[src/hdl/hca_pkg.sv]
// Shared types and constants for the HSV color adjustment pipeline.
package hca_pkg;

    localparam int CH_W      = 8;
    localparam int GAIN_W    = 16;
    localparam int CFG_IDX_W = 8;

    // Configuration register indexes
    localparam logic [CFG_IDX_W-1:0] CFG_CONTRAST = 8'd0;
    localparam logic [CFG_IDX_W-1:0] CFG_HUE      = 8'd1;
    localparam logic [CFG_IDX_W-1:0] CFG_SAT      = 8'd2;
    localparam logic [CFG_IDX_W-1:0] CFG_BRIGHT   = 8'd3;

    localparam logic [GAIN_W-1:0] GAIN_ONE = 16'd256;

    // Pipelined divider geometry: one quotient bit per stage
    localparam int DIV_NUM_W = 27;
    localparam int DIV_DEN_W = 9;
    localparam int DIV_QUO_W = 18;

    // Edges from request acceptance to the edge that takes the result
    localparam int PIPE_LATENCY = DIV_QUO_W + 11;

    typedef struct packed {
        logic [CH_W-1:0] red_in;
        logic [CH_W-1:0] green_in;
        logic [CH_W-1:0] blue_in;
        logic            last_pixel;
    } t_pix_in;

    typedef struct packed {
        logic [CH_W-1:0] red_out;
        logic [CH_W-1:0] green_out;
        logic [CH_W-1:0] blue_out;
        logic            last_out;
    } t_pix_out;

endpackage

[src/hdl/hca_div.sv]
// Pipelined restoring divider, one quotient bit per register stage.
module hca_div (
    input  logic                           i_clk,
    input  logic                           i_rst_n,
    input  logic                           i_valid,
    input  logic [hca_pkg::DIV_NUM_W-1:0]  i_num,
    input  logic [hca_pkg::DIV_DEN_W-1:0]  i_den,
    output logic                           o_valid,
    output logic [hca_pkg::DIV_QUO_W-1:0]  o_quo
);
    import hca_pkg::*;

    logic                 r_vld [DIV_QUO_W];
    logic [DIV_NUM_W-1:0] r_rem [DIV_QUO_W];
    logic [DIV_NUM_W-1:0] n_rem [DIV_QUO_W];
    logic [DIV_DEN_W-1:0] r_den [DIV_QUO_W];
    logic [DIV_DEN_W-1:0] n_den [DIV_QUO_W];
    logic [DIV_QUO_W-1:0] r_quo [DIV_QUO_W];
    logic [DIV_QUO_W-1:0] n_quo [DIV_QUO_W];

    // Each stage tries the divisor shifted to its quotient bit
    always_comb begin
        logic [DIV_NUM_W-1:0] rem_in;
        logic [DIV_NUM_W-1:0] dsh;
        logic [DIV_DEN_W-1:0] den_in;
        logic [DIV_QUO_W-1:0] quo_in;
        for (int s = 0; s < DIV_QUO_W; s++) begin
            if (s == 0) begin
                rem_in = i_num;
                den_in = i_den;
                quo_in = '0;
            end else begin
                rem_in = r_rem[s-1];
                den_in = r_den[s-1];
                quo_in = r_quo[s-1];
            end
            dsh      = DIV_NUM_W'(den_in) << (DIV_QUO_W - 1 - s);
            n_den[s] = den_in;
            if (rem_in >= dsh) begin
                n_rem[s] = rem_in - dsh;
                n_quo[s] = quo_in | (DIV_QUO_W'(1) << (DIV_QUO_W - 1 - s));
            end else begin
                n_rem[s] = rem_in;
                n_quo[s] = quo_in;
            end
        end
    end

    // Valid shift line
    always_ff @(posedge i_clk) begin
        if (!i_rst_n) begin
            for (int s = 0; s < DIV_QUO_W; s++) r_vld[s] <= 1'b0;
        end else begin
            r_vld[0] <= i_valid;
            for (int s = 1; s < DIV_QUO_W; s++) r_vld[s] <= r_vld[s-1];
        end
    end

    // Stage payload
    always_ff @(posedge i_clk) begin
        for (int s = 0; s < DIV_QUO_W; s++) begin
            r_rem[s] <= n_rem[s];
            r_den[s] <= n_den[s];
            r_quo[s] <= n_quo[s];
        end
    end

    assign o_valid = r_vld[DIV_QUO_W-1];
    assign o_quo   = r_quo[DIV_QUO_W-1];

    // Quotient range fits the stage count: remainder ends below divisor
    a_rem_below_den: assert property (@(posedge i_clk) disable iff (!i_rst_n)
        o_valid |-> (r_rem[DIV_QUO_W-1] < DIV_NUM_W'(r_den[DIV_QUO_W-1])))
        else $error("divider remainder not below divisor");

endmodule

[config.mk]
export PLATFORM = sky130hd
export DESIGN_NAME = hca_div
export DESIGN_NICKNAME = d
export VERILOG_FILES = /design/src/hdl/hca_pkg.sv /design/src/hdl/hca_div.sv
export SDC_FILE = /design/constraint.sdc
export NUM_CORES = 1
export LEC_CHECK = 0
export BUFFER_PORTS_ARGS = -buffer_cell sky130_fd_sc_hd__buf_2
export CELL_PAD_IN_SITES_DETAIL_PLACEMENT = 0
export CELL_PAD_IN_SITES_GLOBAL_PLACEMENT = 2
export CORE_MARGIN = 10
export CORE_UTILIZATION = 37
export DETAILED_ROUTE_END_ITERATION = 8
export PLACE_DENSITY_LB_ADDON = 0.1
export RECOVER_POWER = 100
export SYNTH_ARGS = -nofsm -noshare
export SYNTH_HDL_FRONTEND = slang
export SYNTH_SLANG_ARGS = --single-unit
[constraint.sdc]
create_clock -name i_clk -period 2.99 [get_ports i_clk]
set_clock_uncertainty 0.1 [all_clocks]
set_input_delay 0.4485 -clock i_clk [delete_from_list [all_inputs] [get_ports i_clk]]
set_output_delay 0.4485 -clock i_clk [all_outputs]
set_load 0.02 [all_outputs]
==> Implementation_results.wiki <==
{| class="wikitable"
! Metric !! Value
|-
| Status || complete, no violations
|-
| Worst Setup Start Kind || flip-flop
|-
| Clock-pin slew reported for the worst setup and hold paths after clock tree synthesis || 0.06 ns
|-
| Max Clock Freq || 337 MHz
|-
| Cell type of the slowest stage on the worst timing path || sky130_fd_sc_hd__a2111oi_4
|-
| Async S/R FF share, synth || 0%
|-
| Leakage power || 14.5 nW
|-
| Area share of fa/ha/maj cells after synthesis || 8.16%
|-
| Antenna Cells || 0
|-
| Gp weighted congestion || 0.802
|-
| Depth of the critical timing path with buffers and inverters included || 13
|-
| Row count || 102
|-
| Mapped Nets || 2976
|-
| Ports || 58
|-
| Via count of the first global-routing pass || 19.7k
|-
| Yosys cell types || 88
|-
| Maximum cell stage delay along the critical path || 0.45 ns
|-
| H-tree lvl count || 3
|-
| # clock sinks || 801
|-
| Number of failing setup endpoints in the final timing report || 0
|-
| Final number of hold-violating endpoints || 0
|-
| Die Width || 300 um
|-
| Mapped cell area || 29000 um2
|-
| Remaining global-route overflow || 0
|-
| Via density || 4.75
|-
| Min-delay worst type || in -> reg
|-
| Largest family of logic cells by synthesized area || simple AND/OR/NAND/NOR gates
|-
| ANT nets after route || 0
|-
| PortBufs || 57
|-
| Number of synthesized flops with an enable pin || 0
|-
| Register bit total from synthesis || 801
|-
| Synthesized-area fraction occupied by ao, oa, aoi and oai cells || 10.1%
|-
| Share of synthesized cell area in and, or, nand and nor gates || 14.5%
|-
| Crit path required time || 3.40 ns
|-
| Clock Root Buffer || sky130_fd_sc_hd__clkbuf_16
|-
| Kind of end point of the critical path || flip-flop
|-
| Antenna violations before repair || 2
|-
| Global-route usage over all layers || 14.6%
|-
| Chip Height || 300 um
|-
| Average cell area after synthesis || 10.5 um2
|-
| Largest net degree at the start of global routing || 23
|-
| Maximum buffer depth of the clock tree || 3
|-
| Post-route cell area || 34300 um2
|-
| Post-detailed-placement half-perimeter wirelength || 51200 um
|-
| Buffer and inverter count on the worst path || 4
|-
| Delay-heaviest family, CP || compound AO/OA/AOI/OAI gates
|-
| Number of max-slew violations in the final report || 0
|-
| Clock tree from TritonCTS || built
|-
| Time the worst path needs with I/O delays and setup || 2.97 ns
|-
| Xor/xnor share of the synthesized area || 6.65%
|-
| Worst voltage drop across the vdd grid || 0.426 mV
|-
| Maximum net fanout on the critical path || 4
|-
| CTS buffer count || 85
|-
| Data arrival at the endpoint of the critical path || 3.38 ns
|-
| Cell count of the worst hold path || 3
|-
| Mux share of post-synthesis cell area || 1.96%
|-
| Kind of critical path || reg -> reg
|-
| Max-slew headroom at the worst pin || 52.6%
|-
| Routed wire per std cell || 16.2 um
|-
| List of cells traversed by the critical path || inv_1, ha_1, inv_1, fa_1, a211o_1, a211oi_2, buf_4, o31ai_2, a2111oi_4, or3_1, buf_4, nor2_1, xor2_1
|-
| Cell count after synthesis || 2758
|-
| First-pass iteration count of the detailed router || 5
|-
| Via count || 19.4k
|-
| Sequential area share after synthesis || 55.3%
|-
| Starting utilization of the core area || 37.4%
|-
| Clock insertion delay at the later pin of the skew report || 0.62 ns
|-
| Proportion of layout cells with a drive suffix above 1 || 11.2%
|-
| Most used DFF post-synth || sky130_fd_sc_hd__dfxtp_1
|-
| Max-Cap Viols || 0
|-
| Transition time at the pin with the least slew margin || 0.705 ns
|-
| Final Util || 44.2%
|-
| Number of nets in the final layout || 3196
|-
| Number of design rule violations left after detail routing || 0
|-
| Cells on worst reg2reg path || 13
|-
| Power Density || 1070 nW/um2
|-
| Area delta synth->final || 18.4%
|-
| First-pass GRT wire length || 106000 um
|-
| Post-detailed-placement cell area || 31000 um2
|-
| Die Outline Area || 90000 um2
|-
| Count of routing violations after the opening detailed-route iteration || 766
|-
| Number of warnings issued by yosys || 0
|-
| Drt total wl || 66200 um
|-
| Core area || 77600 um2
|-
| Final worst-path cycle share || 99.3%
|}
## final cells by class
class	instances	area [um2]
Clock buffer	108	2380
Clock inverter	41	524
Fill cell	7437	43300
Inverter	215	810
Multi-Input combinational cell	1708	12100
Sequential cell	801	16000
Tap cell	1040	1300
Timing Repair Buffer	167	1150
## worst register-to-register path, delay by kind of cell, from the launching register on
kind | cells | cell delay (ns)
AOI/OAI and AO/OA | 4 | 1.10
adders and majority gates | 2 | 0.54
buffers and inverters | 4 | 0.40
DFF | 1 | 0.32
and+or+nand+nor | 2 | 0.25
xor gates and xnor gates | 1 | 0.14
## cell families after synthesis
group,Yosys count
AO/OA/AOI/OAI,469
XOR/XNOR,220
adder cells (fa/ha/maj),179
buffers and inverters,249
flip-flops,801
multiplexers,51
AND/OR/NAND/NOR,789
## sequential cells by signal, summed over array words and instances, names as in the netlist
register	cells
r_vld	18
r_rem	459
r_quo	171
r_den	153
## synth_stat cells, drive strengths merged, types with 33 or more instances
cell    instances  area, um2
xnor2         102        893
o21ai         142        711
xor2          118       1030
ha            162       2030
nor4           72        490
nand2b         42        270
mux2           47        529
nand2         158        593
dfxtp         801      16000
nand3          36        180
inv           215        807
nor2          188        706
or3            33        216
nor3           73        375
a21oi         137        686
## layer usage
| layer | wire [um] | up-vias | GRT usage (%) |
|---|---|---|---|
| met2 | 32100 | 261 | 25.3 |
| met3 | 2200 | 124 | 2.49 |
| met4 | 2020 | 0 | 5.75 |
| met1 | 29800 | 9009 | 17.7 |
| met5 | 0 | - | 0 |
| li1 | - | 9968 | - |
## power by group
| part | internal (mW) | switching, mW |
|---|---|---|
| clock | 6.45 | 4.30 |
| sequential | 13.3 | 2.14 |
| combinational | 4.98 | 5.59 |
| total | 24.8 | 12.0 |
## through the flow
stage	hold WS (ns)	instances	setup TNS, ns	setup WS [ns]	total power, mW
floorplan	0.210	2758	0	0.213	22.9
global placement	0.210	3890	-0.127	-0.0929	26.3
detailed placement	0.212	3890	-0.0374	-0.0359	26.2
CTS	0.00790	4073	0	0.0133	37.3
global route	0.0472	4080	-0.177	-0.0419	39.3
finish	0.0525	4080	0	0.0201	36.8
## placed cells by master, fill, tap and decap left out, types with 20 or more instances in the layout
master / count
sky130_fd_sc_hd__xnor2_1: 102
sky130_fd_sc_hd__dlygate4sd3_1: 34
sky130_fd_sc_hd__a21o_1: 30
sky130_fd_sc_hd__dfxtp_1: 801
sky130_fd_sc_hd__inv_1: 213
sky130_fd_sc_hd__or3_1: 30
sky130_fd_sc_hd__or4_1: 21
sky130_fd_sc_hd__nor3_1: 69
sky130_fd_sc_hd__nand2b_1: 41
sky130_fd_sc_hd__clkbuf_16: 86
sky130_fd_sc_hd__o21a_1: 31
sky130_fd_sc_hd__nand4_1: 21
sky130_fd_sc_hd__nand2_1: 158
sky130_fd_sc_hd__mux2_2: 46
sky130_fd_sc_hd__ha_1: 161
sky130_fd_sc_hd__nor2_1: 188
sky130_fd_sc_hd__o21ai_0: 139
sky130_fd_sc_hd__clkbuf_1: 53
sky130_fd_sc_hd__xor2_1: 118
sky130_fd_sc_hd__buf_4: 70
sky130_fd_sc_hd__or2_2: 20
sky130_fd_sc_hd__nand3_1: 35
sky130_fd_sc_hd__nor4_1: 64
sky130_fd_sc_hd__nor2b_1: 31
sky130_fd_sc_hd__a21oi_1: 137
## final timing paths
check,endpoint,start,slack (ns)
min,r_rem[0][19],i_num[19],0.05
min reg2reg,r_quo[3][16],r_quo[2][16],0.22
max reg2reg,r_rem[14][22],r_rem[13][3],0.02
max,r_rem[14][22],r_rem[13][3],0.02
## repair_timing
action / CTS / global route
endpoints found under the setup margin: 3 / 50
cloned: 0 / 1
endpoints found under the hold margin: 34 / 0
resized for setup: 2 / 26
pin swaps: 1 / 4
hold buffers: 34 / 0
buffers inserted: 0 / 6
No activity file was read; power rests on OpenSTA's default activity.
